--- src/hw/rtl/gzhpi_pkg.sv ---
package gzhpi_pkg;

    localparam int MAX_PAD_DEF = 32;
    localparam int PAD_W = 6;
    localparam int ADDR_W = 3;
    localparam int DATA_W = 32;

    localparam logic [ADDR_W-1:0] ADDR_PAD_SIZE = '0;

    localparam logic [7:0] MAGIC0 = 8'h1f;
    localparam logic [7:0] MAGIC1 = 8'h8b;
    localparam logic [7:0] FLG_FEXTRA = 8'h04;
    localparam logic [7:0] FLG_FHCRC = 8'h02;
    localparam logic [7:0] CHAR_H = 8'h48;
    localparam logic [7:0] CHAR_T = 8'h54;
    localparam logic [7:0] SUB_HDR_LEN = 8'd4;

    localparam int FB_HCRC = 0;
    localparam int FB_EXTRA = 1;
    localparam int FB_NAME = 2;
    localparam int FB_COMMENT = 3;

    localparam int FIXED_LAST = 5;

    localparam logic [1:0] ST_OK = 2'd0;
    localparam logic [1:0] ST_NOT_GZIP = 2'd1;
    localparam logic [1:0] ST_TRUNC = 2'd2;
    localparam logic [1:0] ST_OVERFLOW = 2'd3;

    localparam logic [1:0] LVL_EXTRA = 2'd0;
    localparam logic [1:0] LVL_NAME = 2'd1;
    localparam logic [1:0] LVL_COMMENT = 2'd2;

    localparam int PAT_LEN = 5;
    localparam logic [PAT_LEN-1:0][7:0] PATTERN = {8'h31, 8'h76, 8'h62, 8'h74, 8'h68};

    typedef enum logic [3:0] {
        PH_MAGIC0,
        PH_MAGIC1,
        PH_CM,
        PH_FLG,
        PH_FIXED,
        PH_XLEN_LO,
        PH_XLEN_HI,
        PH_XDATA,
        PH_NAME,
        PH_COMMENT,
        PH_CRC,
        PH_BODY,
        PH_PASS
    } phase_t;

    typedef struct packed {
        logic [7:0] in_byte;
        logic       in_last;
    } item_t;

    typedef struct packed {
        logic [7:0] out_byte;
        logic       run_end;
        logic       file_end;
        logic [1:0] status;
    } result_t;

    // what one item turns into: leading bytes, then optionally the subfield
    typedef struct packed {
        logic            valid;
        logic [1:0]      n_pre;
        logic [2:0][7:0] pre_bytes;
        logic [1:0]      pre_status;
        logic            sub;
        logic            trunc;
        logic            last;
    } plan_t;

    function automatic phase_t next_after(input logic [1:0] level, input logic [3:0] flags);
        phase_t ph;
        if (level < LVL_NAME && flags[FB_NAME])
            ph = PH_NAME;
        else if (level < LVL_COMMENT && flags[FB_COMMENT])
            ph = PH_COMMENT;
        else if (flags[FB_HCRC])
            ph = PH_CRC;
        else
            ph = PH_BODY;
        return ph;
    endfunction

endpackage

--- src/hw/rtl/gzhpi_cfg.sv ---
module gzhpi_cfg
    import gzhpi_pkg::*;
#(
    parameter int MAX_PAD = MAX_PAD_DEF
)
(
    input  logic              clk,
    input  logic              rst_n,
    input  logic              psel,
    input  logic              penable,
    input  logic              pwrite,
    input  logic [ADDR_W-1:0] paddr,
    input  logic [DATA_W-1:0] pwdata,
    output logic [DATA_W-1:0] prdata,
    output logic              pready,
    output logic [PAD_W-1:0]  eff_pad
);

    localparam logic [PAD_W-1:0] PAD_CAP = PAD_W'(MAX_PAD);

    logic [PAD_W-1:0] pad_reg;
    logic [PAD_W-1:0] pad_next;

    assign pready = 1'b1;

    always_comb
    begin
        pad_next = pad_reg;
        if (psel && penable && pwrite && paddr == ADDR_PAD_SIZE)
            pad_next = pwdata[PAD_W-1:0];
    end

    always_ff @(posedge clk or negedge rst_n)
    begin
        if (!rst_n)
            pad_reg <= '0;
        else
            pad_reg <= pad_next;
    end

    assign prdata = (paddr == ADDR_PAD_SIZE) ? DATA_W'(pad_reg) : '0;
    assign eff_pad = (pad_reg > PAD_CAP) ? PAD_CAP : pad_reg;

endmodule

--- src/hw/rtl/gzhpi_parser.sv ---
module gzhpi_parser
    import gzhpi_pkg::*;
(
    input  logic             clk,
    input  logic             rst_n,
    input  logic             in_valid,
    output logic             in_stall,
    input  item_t            in_data,
    input  logic [PAD_W-1:0] eff_pad,
    input  logic             retire,
    output plan_t            plan
);

    logic        item_valid_reg;
    item_t       item_reg;
    phase_t      phase_reg;
    phase_t      phase_next;
    logic [2:0]  hc_reg;
    logic [2:0]  hc_next;
    logic [3:0]  flags_reg;
    logic [3:0]  flags_next;
    logic [7:0]  old_lo_reg;
    logic [7:0]  old_lo_next;
    logic [15:0] rem_reg;
    logic [15:0] rem_next;
    logic        crc_reg;
    logic        crc_next;

    logic [7:0]  b;
    logic [15:0] old_len;
    logic [16:0] xsum;
    logic [7:0]  fsum;
    logic [15:0] rem_dec;
    logic        accept;

    assign b = item_reg.in_byte;
    assign old_len = {b, old_lo_reg};
    assign xsum = {1'b0, old_len} + 17'(SUB_HDR_LEN) + 17'(eff_pad);
    assign fsum = SUB_HDR_LEN + 8'(eff_pad);
    assign rem_dec = rem_reg - 16'd1;

    assign in_stall = item_valid_reg && !retire;
    assign accept = in_valid && !in_stall;

    // next state
    always_comb
    begin
        phase_next = phase_reg;
        hc_next = hc_reg;
        flags_next = flags_reg;
        old_lo_next = old_lo_reg;
        rem_next = rem_reg;
        crc_next = crc_reg;
        unique case (phase_reg)
            PH_MAGIC0:
            begin
                phase_next = (b == MAGIC0) ? PH_MAGIC1 : PH_PASS;
            end
            PH_MAGIC1:
            begin
                phase_next = (b == MAGIC1) ? PH_CM : PH_PASS;
            end
            PH_CM:
            begin
                phase_next = PH_FLG;
            end
            PH_FLG:
            begin
                flags_next = b[4:1];
                hc_next = '0;
                phase_next = PH_FIXED;
            end
            PH_FIXED:
            begin
                if (hc_reg >= 3'(FIXED_LAST))
                begin
                    hc_next = '0;
                    if (flags_reg[FB_EXTRA])
                        phase_next = PH_XLEN_LO;
                    else
                        phase_next = next_after(LVL_EXTRA, flags_reg);
                end
                else
                begin
                    hc_next = hc_reg + 3'd1;
                end
            end
            PH_XLEN_LO:
            begin
                old_lo_next = b;
                phase_next = PH_XLEN_HI;
            end
            PH_XLEN_HI:
            begin
                rem_next = old_len;
                if (old_len == '0)
                    phase_next = next_after(LVL_EXTRA, flags_reg);
                else
                    phase_next = PH_XDATA;
            end
            PH_XDATA:
            begin
                rem_next = rem_dec;
                if (rem_dec == '0)
                    phase_next = next_after(LVL_EXTRA, flags_reg);
            end
            PH_NAME:
            begin
                if (b == '0)
                    phase_next = next_after(LVL_NAME, flags_reg);
            end
            PH_COMMENT:
            begin
                if (b == '0)
                    phase_next = next_after(LVL_COMMENT, flags_reg);
            end
            PH_CRC:
            begin
                crc_next = !crc_reg;
                if (crc_reg)
                    phase_next = PH_BODY;
            end
            PH_BODY:
            begin
                phase_next = PH_BODY;
            end
            default:
            begin
                phase_next = PH_PASS;
            end
        endcase
    end

    // outputs
    always_comb
    begin
        plan.valid = item_valid_reg;
        plan.n_pre = 2'd1;
        plan.pre_bytes = {8'h00, 8'h00, b};
        plan.pre_status = ST_OK;
        plan.sub = 1'b0;
        plan.last = item_reg.in_last;
        plan.trunc = item_reg.in_last && phase_next != PH_BODY && phase_next != PH_PASS;
        unique case (phase_reg)
            PH_MAGIC0:
            begin
                if (b == MAGIC0)
                    plan.n_pre = item_reg.in_last ? 2'd1 : 2'd0;
                else
                    plan.pre_status = ST_NOT_GZIP;
            end
            PH_MAGIC1:
            begin
                plan.n_pre = 2'd2;
                plan.pre_bytes = {8'h00, b, MAGIC0};
                if (b != MAGIC1)
                    plan.pre_status = ST_NOT_GZIP;
            end
            PH_FLG:
            begin
                plan.pre_bytes = {8'h00, 8'h00, (b | FLG_FEXTRA) & ~FLG_FHCRC};
            end
            PH_FIXED:
            begin
                if (hc_reg >= 3'(FIXED_LAST) && !flags_reg[FB_EXTRA])
                begin
                    plan.n_pre = 2'd3;
                    plan.pre_bytes = {8'h00, fsum, b};
                    plan.sub = 1'b1;
                end
            end
            PH_XLEN_LO:
            begin
                plan.n_pre = 2'd0;
            end
            PH_XLEN_HI:
            begin
                plan.n_pre = 2'd2;
                plan.pre_bytes = {8'h00, xsum[15:8], xsum[7:0]};
                plan.pre_status = xsum[16] ? ST_OVERFLOW : ST_OK;
                plan.sub = (old_len == '0);
            end
            PH_XDATA:
            begin
                plan.sub = (rem_dec == '0);
            end
            PH_CRC:
            begin
                plan.n_pre = 2'd0;
            end
            PH_CM, PH_NAME, PH_COMMENT, PH_BODY:
            begin
                plan.n_pre = 2'd1;
            end
            default:
            begin
                plan.pre_status = ST_NOT_GZIP;
            end
        endcase
    end

    always_ff @(posedge clk or negedge rst_n)
    begin
        if (!rst_n)
        begin
            item_valid_reg <= 1'b0;
            phase_reg <= PH_MAGIC0;
            hc_reg <= '0;
            flags_reg <= '0;
            old_lo_reg <= '0;
            rem_reg <= '0;
            crc_reg <= 1'b0;
        end
        else
        begin
            if (accept)
                item_valid_reg <= 1'b1;
            else if (retire)
                item_valid_reg <= 1'b0;
            if (retire)
            begin
                if (item_reg.in_last)
                begin
                    phase_reg <= PH_MAGIC0;
                    hc_reg <= '0;
                    flags_reg <= '0;
                    old_lo_reg <= '0;
                    rem_reg <= '0;
                    crc_reg <= 1'b0;
                end
                else
                begin
                    phase_reg <= phase_next;
                    hc_reg <= hc_next;
                    flags_reg <= flags_next;
                    old_lo_reg <= old_lo_next;
                    rem_reg <= rem_next;
                    crc_reg <= crc_next;
                end
            end
        end
    end

    always_ff @(posedge clk)
    begin
        if (accept)
            item_reg <= in_data;
    end

endmodule

--- src/hw/rtl/gzhpi_emitter.sv ---
module gzhpi_emitter
    import gzhpi_pkg::*;
#(
    parameter int MAX_PAD = MAX_PAD_DEF
)
(
    input  logic             clk,
    input  logic             rst_n,
    input  plan_t            plan,
    input  logic [PAD_W-1:0] eff_pad,
    output logic             retire,
    output logic             out_valid,
    input  logic             out_stall,
    output result_t          out_data
);

    localparam int CNT_W = $clog2(8 + MAX_PAD);

    logic [CNT_W-1:0] idx_reg;
    logic [CNT_W-1:0] idx_next;
    logic [2:0]       pat_reg;
    logic [2:0]       pat_next;
    logic             out_valid_reg;
    result_t          out_reg;

    logic [CNT_W-1:0] total;
    logic [CNT_W-1:0] sub_idx;
    logic             has_out;
    logic             advance;
    logic             final_idx;
    logic             in_pre;
    logic             pat_bump;
    result_t          res;

    assign total = CNT_W'(plan.n_pre)
        + (plan.sub ? (CNT_W'(SUB_HDR_LEN) + CNT_W'(eff_pad)) : '0);
    assign has_out = plan.valid && total != '0;
    assign advance = !out_valid_reg || !out_stall;
    assign final_idx = (idx_reg == total - CNT_W'(1));
    assign retire = plan.valid && (total == '0 || (advance && final_idx));
    assign in_pre = idx_reg < CNT_W'(plan.n_pre);
    assign sub_idx = idx_reg - CNT_W'(plan.n_pre);
    assign pat_bump = !in_pre && sub_idx >= CNT_W'(SUB_HDR_LEN);

    always_comb
    begin
        res.run_end = final_idx;
        res.file_end = final_idx && plan.last;
        res.status = ST_OK;
        res.out_byte = PATTERN[pat_reg];
        if (in_pre)
        begin
            res.status = plan.pre_status;
            unique case (idx_reg[1:0])
                2'd0: res.out_byte = plan.pre_bytes[0];
                2'd1: res.out_byte = plan.pre_bytes[1];
                2'd2: res.out_byte = plan.pre_bytes[2];
                default: res.out_byte = plan.pre_bytes[0];
            endcase
        end
        else if (sub_idx == CNT_W'(0))
        begin
            res.out_byte = CHAR_H;
        end
        else if (sub_idx == CNT_W'(1))
        begin
            res.out_byte = CHAR_T;
        end
        else if (sub_idx == CNT_W'(2))
        begin
            res.out_byte = 8'(eff_pad);
        end
        else if (sub_idx == CNT_W'(3))
        begin
            res.out_byte = 8'h00;
        end
        if (plan.trunc)
            res.status = ST_TRUNC;
    end

    always_comb
    begin
        idx_next = idx_reg;
        pat_next = pat_reg;
        if (advance && has_out)
        begin
            if (final_idx)
            begin
                idx_next = '0;
                pat_next = '0;
            end
            else
            begin
                idx_next = idx_reg + CNT_W'(1);
                if (pat_bump)
                    pat_next = (pat_reg == 3'(PAT_LEN - 1)) ? 3'd0 : pat_reg + 3'd1;
            end
        end
    end

    always_ff @(posedge clk or negedge rst_n)
    begin
        if (!rst_n)
        begin
            idx_reg <= '0;
            pat_reg <= '0;
            out_valid_reg <= 1'b0;
        end
        else
        begin
            idx_reg <= idx_next;
            pat_reg <= pat_next;
            if (advance)
                out_valid_reg <= has_out;
        end
    end

    always_ff @(posedge clk)
    begin
        if (advance && has_out)
            out_reg <= res;
    end

    assign out_valid = out_valid_reg;
    assign out_data = out_reg;

endmodule

--- src/hw/rtl/gzip_header_padding_inserter_core.sv ---
// an accepted byte is registered in the parser, its result bytes in the emitter
// throughput: one result byte per cycle; body bytes flow at one per cycle while out_stall is low
// a header byte that expands into n result bytes (n up to 7 + MAX_PAD) stalls the input
// until its last result byte is loaded into the single output byte register
// reset: rst_n async active low, parser back to first magic byte, pad_size 0
module gzip_header_padding_inserter_core
    import gzhpi_pkg::*;
#(
    parameter int MAX_PAD = MAX_PAD_DEF
)
(
    input  logic              clk,
    input  logic              rst_n,
    input  logic              in_valid,
    output logic              in_stall,
    input  item_t             in_data,
    output logic              out_valid,
    input  logic              out_stall,
    output result_t           out_data,
    input  logic              psel,
    input  logic              penable,
    input  logic              pwrite,
    input  logic [ADDR_W-1:0] paddr,
    input  logic [DATA_W-1:0] pwdata,
    output logic [DATA_W-1:0] prdata,
    output logic              pready
);

    logic [PAD_W-1:0] eff_pad;
    logic             retire;
    plan_t            plan;

    gzhpi_cfg #(
        .MAX_PAD(MAX_PAD)
    ) u_cfg (
        .clk(clk),
        .rst_n(rst_n),
        .psel(psel),
        .penable(penable),
        .pwrite(pwrite),
        .paddr(paddr),
        .pwdata(pwdata),
        .prdata(prdata),
        .pready(pready),
        .eff_pad(eff_pad)
    );

    gzhpi_parser u_parser (
        .clk(clk),
        .rst_n(rst_n),
        .in_valid(in_valid),
        .in_stall(in_stall),
        .in_data(in_data),
        .eff_pad(eff_pad),
        .retire(retire),
        .plan(plan)
    );

    gzhpi_emitter #(
        .MAX_PAD(MAX_PAD)
    ) u_emitter (
        .clk(clk),
        .rst_n(rst_n),
        .plan(plan),
        .eff_pad(eff_pad),
        .retire(retire),
        .out_valid(out_valid),
        .out_stall(out_stall),
        .out_data(out_data)
    );

endmodule
--- config.mk ---
export PLATFORM = sky130hd
export DESIGN_NAME = gzip_header_padding_inserter_core
export DESIGN_NICKNAME = d
export VERILOG_FILES = /design/src/hw/rtl/gzhpi_pkg.sv /design/src/hw/rtl/gzhpi_cfg.sv /design/src/hw/rtl/gzhpi_parser.sv /design/src/hw/rtl/gzhpi_emitter.sv /design/src/hw/rtl/gzip_header_padding_inserter_core.sv
export SDC_FILE = /design/constraint.sdc
export NUM_CORES = 1
export LEC_CHECK = 0
export BUFFER_PORTS_ARGS = -buffer_cell sky130_fd_sc_hd__buf_2
export CORE_MARGIN = 5
export CORE_UTILIZATION = 37
export DETAILED_ROUTE_END_ITERATION = 6
export PLACE_DENSITY_LB_ADDON = 0.12
export SYNTH_ARGS = -nofsm -noshare
export SYNTH_HDL_FRONTEND = slang
export SYNTH_SLANG_ARGS = --single-unit
--- constraint.sdc ---
create_clock -name clk -period 6.5 [get_ports clk]
set_input_delay 1.625 -clock clk [delete_from_list [all_inputs] [get_ports clk]]
set_output_delay 1.625 -clock clk [all_outputs]
set_load 0.01 [all_outputs]
# After elaboration in Yosys (flattened, before gate mapping)
# Memory sizes are Yosys's and may differ from the RTL's.
# Cells that the tools add are included.
dict set report totals {
  n_memories 1
  register_bits 74
  rom_bits 64
  wordCells 160
}
# memory depth word_bits read_ports rd_clocked_by_memory_dff wr line_no
set mem_list {}
lappend mem_list {{(no name shown)} 8 8 1 0 0 gzhpi_emitter.sv:50} ;# res.out_byte = PATTERN[pat_reg];
dict set report classes {
  mux 53
  n_addsub 11
  n_lt_le_gt_ge 5
  n_eq_ne 23
  reduce_logical 48
  n_bitwise 1
}
# cell count
set op_table {}
lappend op_table {{case mux 24 bit (4 select lines)} 1}
lappend op_table {{two-way mux 8 bit} 8}
lappend op_table {{two-way mux 4 bit} 14}
lappend op_table {{case mux 4 bit (12 select lines)} 1}
lappend op_table {{logical NOT 16 bit} 2}
lappend op_table {{case mux 16 bit (2 select lines)} 1}
lappend op_table {{two-way mux 26 bit} 1}
lappend op_table {{two-way mux 6 bit} 4}
lappend op_table {{adder 16 x 3 -> 17 bit, second input constant} 1}
lappend op_table {{adder 17 x 6 -> 17 bit} 1}
lappend op_table {{== test 4 x 3 -> 1 bit, second input constant} 4}
lappend op_table {{== test 4 bit, second input constant} 4}
lappend op_table {{two-way mux 16 bit} 1}
lappend op_table {{case mux 2 bit (4 select lines)} 2}
lappend op_table {{case mux 8 bit (2 select lines)} 1}
lappend op_table {{subtractor 16 x 1 -> 16 bit, second input constant} 1}
lappend op_table {{two-way mux 3 bit} 5}
lappend op_table {{logical AND 1 bit} 14}
lappend op_table {{== test 6 x 2 -> 1 bit, second input constant} 2}
lappend op_table {{logical NOT 6 bit} 2}
lappend op_table {{AND reduction 2 bit} 6}
lappend op_table {{nonzero test 2 bit} 5}
lappend op_table {{two-way mux 1 bit} 9}
lappend op_table {{OR reduction 9 bit} 1}
lappend op_table {{other kinds (35)} 50}

# Depth between registers and ports, before layout
# Gate-level depths: netlist (run 1).
dict set report depth {
  depth_word 16
  depth_mapped 26
  depth_no_buf 21
}

# Cells and area by module
# Synthesis (run 1) repeated with hierarchy kept, for this count alone.
dict set report hier_totals {
  cells_unflattened 760
  area_unflattened_um2 6278.5
}
# module cells_per_inst n_inst area_per_inst_um2
set modules_own_cells {}
lappend modules_own_cells {gzhpi_parser 470 1 3732.3}
lappend modules_own_cells {gzhpi_emitter 234 1 1993.2}
lappend modules_own_cells {gzhpi_cfg 56 1 553.0}

# Worst setup path before layout (run 1)
# No wires, ideal clock.
dict set report synth_path {
  path_kind {register to output}
  start {register u_parser.rem_reg[0]}
  end {output port in_stall}
  n_path_buf 4
  path_slack_ns -0.305
  stages_incl_launch_ff 25
  arrival_ns 5.180
  t_required_ns 4.875
  path_cell_list {dfrtp_1 buf_6 inv_1 ha_1 or3b_1 clkbuf_1 or4b_1 a311oi_2 o2111ai_2 and2_1 buf_2 nor2_1 ha_1 fa_1 inv_1 nor2_1 nand2_1 xor2_1 or4_1 a211o_1 a221oi_2 clkbuf_1 nand2_1 nand2_1 inv_1}
}
dict set report synth_via {
  elab_chain_len 12
  elab_cells_between_ends 13
}
# item line_no
set synth_lines {}
lappend synth_lines {{start, declared} gzhpi_parser.sv:24} ;# logic [15:0] rem_reg;
lappend synth_lines {{start signal, assigned} gzhpi_parser.sv:237} ;# rem_reg <= rem_next;
lappend synth_lines {{subtractor 16 x 1 -> 16 bit} gzhpi_parser.sv:40} ;# assign rem_dec = rem_reg - 16'd1;
lappend synth_lines {{logical NOT 16 bit} gzhpi_parser.sv:185} ;# plan.sub = (rem_dec == '0);
lappend synth_lines {{case mux 1 bit (3 select lines)} gzhpi_parser.sv:144} ;# unique case (phase_reg)
lappend synth_lines {{two-way mux 6 bit} gzhpi_emitter.sv:36} ;# + (plan.sub ? (CNT_W'(SUB_HDR_LEN) + CNT_W'(eff_pad)) : '0);
lappend synth_lines {{adder 2 x 6 -> 6 bit} gzhpi_emitter.sv:36}
lappend synth_lines {{subtractor 6 x 1 -> 6 bit} gzhpi_emitter.sv:39} ;# assign final_idx = (idx_reg == total - CNT_W'(1));
lappend synth_lines {{== test 6 bit} gzhpi_emitter.sv:39}
lappend synth_lines {{named net u_emitter.final_idx} gzhpi_emitter.sv:30} ;# logic final_idx;
lappend synth_lines {{logical AND 1 bit} gzhpi_emitter.sv:40} ;# assign retire = plan.valid && (total == '0 || (advance && final_idx));
lappend synth_lines {{logical OR 1 bit} gzhpi_emitter.sv:40}
lappend synth_lines {{logical AND 1 bit} gzhpi_emitter.sv:40}
lappend synth_lines {{logical NOT 1 bit} gzhpi_parser.sv:42} ;# assign in_stall = item_valid_reg && !retire;
lappend synth_lines {{logical AND 1 bit} gzhpi_parser.sv:42}
lappend synth_lines {{end, declared} gzip_header_padding_inserter_core.sv:15} ;# output logic in_stall,
# The timed path passes the listed nets, and every way through them passes these cells.

# Worst setup path in the final report (run 1)
dict set report layout_path {
  start {register u_parser.rem_reg[0]}
  end {output port in_stall}
}
dict set report layout_via {
  elab_chain_len 12
  elab_cells_between_ends 13
}
# item line_no
set layout_lines {}
lappend layout_lines {{subtractor 16 x 1 -> 16 bit (*)} gzhpi_parser.sv:40}
lappend layout_lines {{logical NOT 16 bit (*)} gzhpi_parser.sv:185}
lappend layout_lines {{case mux 1 bit (3 select lines) (*)} gzhpi_parser.sv:144}
lappend layout_lines {{two-way mux 6 bit (*)} gzhpi_emitter.sv:36}
lappend layout_lines {{adder 2 x 6 -> 6 bit (*)} gzhpi_emitter.sv:36}
lappend layout_lines {{subtractor 6 x 1 -> 6 bit} gzhpi_emitter.sv:39}
lappend layout_lines {{== test 6 bit} gzhpi_emitter.sv:39}
lappend layout_lines {{logical AND 1 bit} gzhpi_emitter.sv:40}
lappend layout_lines {{logical OR 1 bit (*)} gzhpi_emitter.sv:40}
lappend layout_lines {{logical AND 1 bit (*)} gzhpi_emitter.sv:40}
lappend layout_lines {{logical NOT 1 bit (*)} gzhpi_parser.sv:42}
lappend layout_lines {{logical AND 1 bit (*)} gzhpi_parser.sv:42}
# Mark *: on every way between the ends. The rest lies on a longest branch, timed or not.

==> results by stage, run 1 <==
Outcome:
- The flow ran to the end, but the final reports show violations.
- The checks that failed: negative setup slack.

Floorplanning:
- The die outline area is 0.01906 mm².
- The I/O pin count is 98.
- The y dimension of the die is 138.1 µm.
- The count of standard-cell rows is 46.
- The core region is 0.01600 mm².
- For this configuration, the core starts out at a cell density of 37.93%.
- The horizontal extent of the die is 138.1 µm.

Synth:
- The synthesized area is 0.006068 mm².
- In this run, synthesis inferred 21 flip-flops with an integrated enable.
- The number of synthesis warnings is 0.
- By area the synthesized netlist is led by dfrtp_1 (22%), edfxtp_1 (10%), ha_1 (5.6%).
- The post-synthesis async set-or-reset flop share is 71.62%.
- For this run, the leading register cell type out of synthesis is dfrtp_1.
- The biggest area contributor in the post-synthesis netlist is dfrtp_1.
- The cell count after synthesis is 740.
- The count of distinct cell types in the synthesized netlist is 76.
- The mean instance size in the synthesized netlist is 8.200 µm².
- The xor and xnor fraction of the mapped netlist area is 2.887%.
- The flip-flop and latch count after synthesis is 74.
- After Yosys synthesis, full adders, half adders and majority gates account for 6.557% of the synthesized area.
- Of the post-synthesis cell area, the part taken by muxes is 2.144%.
- The share of the synthesized area in the top cell type is 21.86%.
- The synthesized netlist devotes 23.46% of its cell area to simple gates.
- The combinational family with the most area after synthesis is compound AO/OA/AOI/OAI gates.
- The compound-cell area share of the yosys netlist is 24.04%.
- Of the synthesized area, sequential elements account for 32.25%.

Clock tree:
- Clock-pin slew was measured on the worst setup and hold paths at 70 ps.
- The H-tree generated during clock tree synthesis spans 3 levels.
- The clock latency on the worst-skew pair is 350 ps.
- The tree is rooted in a clkbuf_16.
- The buffer levels on the longest clock path is 2.
- The total clock sinks is 74.
- The number of clock buffers added by TritonCTS is 9.
- The quantity of hold-fixing buffers added after cts is 0.
- The CTS tree is built.

Setup path:
- For the worst setup path, the data required time is 4880 ps.
- The most repeated library cell on the critical path is ha_4.
- The standard cell with the maximum stage delay on the critical path is fa_2.
- The critical path capture point type is an output pin.
- For this run, the slowest stage of the critical path takes 560 ps.
- The startpoint type of the worst setup path is a register.
- By startpoint and endpoint, the worst setup path is classified as register to output pin.
- The critical path goes through inv_4, ha_4, or3b_4, buf_4, buf_4, a21oi_2, a221oi_2, o2111ai_2, and2_4, nor2_4, ha_4, fa_2, inv_2, ha_4, or2_4, o211ai_1, nand2_1, o32ai_2, o211ai_1, a221oi_4, nand2_2, nand2_2, inv_2, buf_6.
- Along the worst path, the maximum fanout reaches 7.
- The data arrival time of the critical path is 4980 ps.

Timing:
- The setup slack of the critical path after layout is -103.5 ps.
- The sum of negative setup slack is -103.5 ps.
- The worst setup skew after layout is 9.882 ps.
- The clock period minus final worst setup slack is 6603 ps.
- The normalized max-slew margin is 24.04%.
- In the finished design, the share of the clock period the worst path needs comes to 101.6%.
- The maximum frequency from static timing analysis is 0.1514 GHz.
- Setup repair after global routing could not meet its margin everywhere.
- The count of pins over their slew limit is 0.
- Setup violations remaining at the end of the flow were counted as 1.
- The pin slew with the least headroom to its limit is 1129 ps.
- The number of hold violations in the final report was 0.
- Final hold analysis gives a worst-case slack of 510.6 ps.

Global route:
- The global router's overall resource usage is 19.19%.
- The total overflow reported by the global router is 0.
- The first global-routing pass estimated 30240 µm of wire.
- The via count of the first global-routing pass is 5704.
- The initial antenna violation count is 0.
- Entering global routing, the biggest net connects 54 pins.

Flow run:
- The number of violations of the max-capacitance limit is 0.

Placed design:
- The number of port buffers is 44.
- The sum of net half-perimeters after detailed placement is 13470 µm.
- OpenSTA, run right after detailed placement, puts the worst setup slack at -87.25 ps.
- In this run the cell area measured after placement is 0.006616 mm².
- Routability-driven placement finished with a final weighted congestion of 0.8749.
- The total instance count after detailed placement is 990.

Detailed routing:
- The residual DRC count is 0.
- Summing over every cut layer, the via total after detailed routing is 5776.
- The wire length reported by the detailed router is 18410 µm.
- The post-detailed-route count of antenna-violating nets is 0.
- In the final routed layout, each cell accounts on average for 17.96 µm.
- The detailed router finished its first iteration with 457 violations.
- Using the TritonRoute via totals, the vias-per-cell ratio works out to 5.635.
- The first TritonRoute pass finished after 5 iterations.

Finish:
- With fillers left out, the area of the finished cells amounts to 0.007236 mm².
- The repair_antennas step left the layout with diodes totalling 0.
- The core utilization of the finished layout is 45.22%.
- The area growth from synthesis to final layout is 19.24%.
- The filler cells instantiated in the layout total 1639.
- The post-layout net count is 885.
- In the final layout, the share of cells above drive strength 1 is 21.51%.
- The final cell count without fillers is 1025.
- The register with the most flip-flops in the layout has 16 of them.

Power and ir drop:
- The reported leakage power is 3.023 nW.
- IR analysis of the VDD net gives a maximum drop of 0.1769 mV.
- The power density over cell area is 351.3 mW/mm².
- The design draws 2.542 mW.

Worst hold path:
- The tightest min-delay check is of the register to register type.
## power breakdown
| part | total [mW] | switching (mW) | internal (mW) | leakage [nW] |
|---|---|---|---|---|
| clock network | 0.473 | 0.213 | 0.259 | 0.127 |
| logic | 1.33 | 0.763 | 0.566 | 1.99 |
| registers | 0.740 | 0.120 | 0.620 | 0.907 |
| total | 2.54 | 1.10 | 1.44 | 3.02 |
## metal layers
metal	routed length (µm)	vias up	share of wire (%)	global-route usage (%)
li1	-	2783	-	-
met4	244	0	1.3	4.940
met1	8687	2789	47	27.39
met3	1068	17	5.8	3.241
met5	0	-	0	0
met2	8409	187	46	30.27
## cells in the mapped netlist (12+ instances only)
| master | instances |
|---|---|
| a21oi_1 | 55 |
| a31oi_1 | 12 |
| and2_1 | 17 |
| buf_4 | 28 |
| clkbuf_1 | 40 |
| dfrtp_1 | 53 |
| edfxtp_1 | 21 |
| ha_1 | 27 |
| inv_1 | 29 |
| nand2_1 | 55 |
| nand2b_1 | 17 |
| nand3_1 | 18 |
| nor2_1 | 53 |
| nor3_1 | 29 |
| o21ai_0 | 55 |
| o21ai_1 | 13 |
| o31ai_1 | 12 |
## logic make-up after synthesis
| family | after synthesis |
|---|---|
| xor gates and xnor gates | 20 |
| muxes | 12 |
| adders and majority gates | 30 |
| and+or+nand+nor | 269 |
| AOI/OAI and AO/OA | 226 |
| other | 2 |
| DFF | 74 |
| buffers and inverters | 107 |
## worst paths after layout
kind / end / start / cells past startpoint / slack [ps]
setup / recovery: in_stall / u_parser.rem_reg[0] / 24 / -100
hold reg to reg: u_parser.hc_reg[2] / u_parser.hc_reg[2] / 1 / 510
setup reg to reg: u_parser.rem_reg[15] / u_parser.rem_reg[0] / 27 / 450
hold / removal: u_parser.hc_reg[2] / u_parser.hc_reg[2] / 1 / 510
min in group asynchronous: u_parser.hc_reg[1] / rst_n / 2 / 1420
max in group asynchronous: u_parser.rem_reg[0] / rst_n / 2 / 4560
## repair_timing
item | in CTS | in global routing
pin swaps | 16 | 16
gates cloned | 0 | 0
endpoints found under the setup margin | 1 | 26
resized for setup | 18 | 19
setup buffers | 16 | 3
## cells in the final DEF (no fill, tap or decap), types with 7 or more instances in the layout
cell       count
and3_1        10
mux2_2         7
inv_1         24
nand2b_1      17
o31ai_1       12
dfrtp_1       52
o21ai_0       55
a22o_1         9
xor2_1        10
clkbuf_16      9
o21ai_1       13
nor3b_1        8
a31oi_1       11
and2_1        14
nor4_1        10
nor2_1        50
nand3b_1       7
ha_1          23
buf_4         61
edfxtp_1      21
nor3_1        29
nand2_1       51
conb_1        27
xnor2_1        8
o211ai_1       9
nor2b_1       11
a21oi_1       54
nand3_1       18
buf_2         43
## area by class of cell
cell class / count / area [µm²] / area share (%)
Multi-Input combinational cell: 584 / 3938 / 54.42
Clock buffer: 10 / 229.0 / 3.164
Sequential cell: 74 / 1958 / 27.06
Tap cell: 216 / 270.3 / 3.735
Timing Repair Buffer: 105 / 684.4 / 9.459
Inverter: 30 / 115.1 / 1.591
Clock inverter: 6 / 41.29 / 0.5706
## worst max-delay path: cells and delay by family, from the launching register on
family,cells,cell delay [ps]
compound gates,7,1400
fa+ha+maj,4,1030
buf+inv,6,560
flops,1,450
simple gates,7,1200
No activity file was read; power rests on OpenSTA's default activity.
==> run 2, diff against run 1 <==
REMOVE_ABC_BUFFERS = 1   (was unset)
==> results by stage, run 2 (same netlist as run 1, synthesis figures left out) <==
Outcome:
- The run finished, with violations left.
- The checks that failed: negative setup slack.

Finish:
- The area growth from synthesis to layout is 20.66%.
- The core utilization of the finished layout is 45.76%.
- The final cell count without fillers is 1034.
- The library cell used most frequently in the layout, excluding fill and tap cells, is buf_4.
- The count of fill cells added during filler insertion is 1605.
- Summing all multi-input logic gate instances after layout gives 0.003894 mm².
- The final layout contains 894 nets.
- Leaving out fill and tap cells, the most frequent cells in the layout are buf_4 (69), a21oi_1 (55), o21ai_0 (55).
- 0 antenna diodes ended up in the layout.
- Cells with a size suffix above 1 make up 22.13% of the layout.
- The sequential cell area is 0.001957 mm².
- The register with the most flip-flops in the layout has 16 of them.
- The design area is 0.007322 mm².

Power and ir drop:
- The power density over cell area is 358.6 mW/mm².
- Summed over all cells, the static leakage comes to 3.096 nW.
- The worst-case IR drop observed on VDD is 0.1878 mV.

Setup path:
- The worst path required time is 4880 ps.
- STA classifies the critical path endpoint as an output pin.
- In this run the worst setup path begins at u_parser.rem_reg[1].
- The worst setup path is of the register to output pin kind.
- On the worst path, the slowest cell contributes a delay of 550 ps.
- STA classifies the critical path startpoint as a register.
- The data arrival time of the critical path is 5240 ps.
- The startpoint identified for the worst register-to-register timing path is u_parser.rem_reg[1].
- The setup check on the worst reg-to-reg path leaves a slack of 100 ps.
- Walking the worst path, the cells encountered are inv_2, ha_2, or3b_4, or4b_4, a311oi_4, o2111ai_2, and2_4, nor2_4, ha_4, a21o_1, and2_4, xnor2_2, buf_4, o211ai_1, nand2_1, o32ai_2, o211ai_1, a221oi_4, nand2_2, nand2_2, inv_2, buf_6.
- The largest fanout of any net on the critical path is 4.
- The standard cell with the maximum stage delay on the critical path is or4b_4.

Detailed routing:
- The final layout contains routed wiring with a total length of 18300 µm.
- The routed wire length per instance is 17.70 µm.
- In this run, the number of DRC markers left after iteration 0 of detailed routing was 392.
- The detailed router placed 5798 vias in this run.
- The post-detailed-route count of antenna-violating nets is 0.
- After detailed routing, the number of remaining DRC violations is 0.
- Before antenna repair, the detailed router went through 5 iterations.
- The detailed-route vias per instance is 5.607.

Placed design:
- Counting tap cells, the placed design contains a total of 1000 instances.
- The sum of net half-perimeters after detailed placement is 13340 µm.
- The congestion estimate from routability-driven global placement came to 0.8853.
- The standard cell area after detailed placement is 0.006644 mm².
- The number of port buffers is 44.

Timing:
- The normalized max-slew margin is 33.73%.
- Setup violations remaining at the end of the flow were counted as 1.
- The number of hold violations in the final report is 0.
- Of the available clock period, the critical path in the final layout requires 105.6%.
- The clock period minus final worst setup slack is 6863 ps.
- The pin slew with the least headroom to its limit is 984.9 ps.
- The count of pins over their slew limit is 0.
- The setup slack of the critical path after layout is -363.5 ps.
- Setup repair after global routing could not meet its margin everywhere.
- The maximum frequency from static timing analysis is 0.1457 GHz.
- The sum of negative setup slack is -363.5 ps.
- Across the routed clock network, the largest skew measured is 10.07 ps.

Global route:
- The first global-routing pass estimated 29210 µm of wire.
- The via count of the first global-routing pass was 5466.
- Entering global routing, the biggest net connects 54 pins.
- The global router's overall resource usage is 18.51%.
- The initial antenna violation count is 0.
- The total overflow reported by the global router is 0.

Clock tree:
- The longest clock path from root to sink contains 2 buffers.
- The maximum level of the CTS H-tree is 3.
- The clock latency on the worst-skew pair is 350 ps.
- The cell sitting at the root of the clock tree is a clkbuf_16.
- TritonCTS built the clock tree.
- Clock-pin slew was measured on the worst setup and hold paths at 70 ps.
- Buffers inserted to repair hold after CTS numbered 0.
- The total clock sinks is 74.
- The number of clock buffers inserted by TritonCTS is 9.

Floorplanning:
- The die covers 0.01906 mm².
- The I/O pin count is 98.
- The y dimension of the die is 138.1 µm.
- The core area is 0.01600 mm².
- Measured along the x axis, the die boundary spans 138.1 µm.
- In this run the core area contains 46 standard-cell rows.
- For this configuration, the core starts out at a cell density of 37.93%.

Worst hold path:
- The tightest min-delay check is of the register to register type.
- The beginning of the worst hold path is u_parser.hc_reg[2].

Flow run:
- The number of violations of the max-capacitance limit is 0.
run 2: area by class of cell:
class	instances	share of cell area, %
Clock buffer	9	3.076
Clock inverter	7	1.470
Inverter	30	1.538
Multi-Input combinational cell	584	53.18
Sequential cell	74	26.73
Tap cell	216	3.691
Timing Repair Buffer	114	10.32
run 2: where the power goes:
group / switching (mW) / leakage (nW) / internal (mW)
clock: 0.224 / 0.160 / 0.344
sequential: 0.109 / 0.908 / 0.619
combinational: 0.770 / 2.03 / 0.560
run 2: worst paths after layout:
check                                       end  cells after the start
max                                    in_stall                     22
min                          u_parser.hc_reg[2]                      1
max reg2reg                 u_parser.rem_reg[9]                     33
min reg2reg                  u_parser.hc_reg[2]                      1
max in group asynchronous  u_emitter.idx_reg[4]                      2
min in group asynchronous    u_parser.hc_reg[1]                      2
run 2: repair_timing:
item | in CTS | in global routing
buffers inserted | 16 | 5
pin swaps | 9 | 20
setup endpoints to repair | 1 | 3
gates resized for setup | 9 | 35
hold endpoints to repair | 0 | 0
run 2: metrics by stage:
step                      hold slack (ps)  total power, mW  worst slack, ps
after floorplan                     470.6            1.467           -173.8
after global placement              490.0            1.909           -7.416
after detailed placement            496.9            1.926           -56.56
after CTS                           503.6            2.590           -280.9
after global routing                518.7            2.807           -535.3
final                               501.2            2.626           -363.5
run 2: critical path, delay by kind of cell, from the launching register on:
family	cells	cell delay [ps]
compound gates	7	1840
buf+inv	4	370
flops	1	390
fa+ha+maj	2	370
simple gates	8	1760
xor+xnor	1	140
run 2: layer usage:
layer / global-route usage (%) / vias to the layer above / wire, µm
met1: 26.97 / 2796 / 8714
met2: 28.91 / 186 / 8283
met4: 3.796 / 0 / 199
met3: 3.276 / 14 / 1106
li1: - / 2802 / -
met5: 0 / - / 0
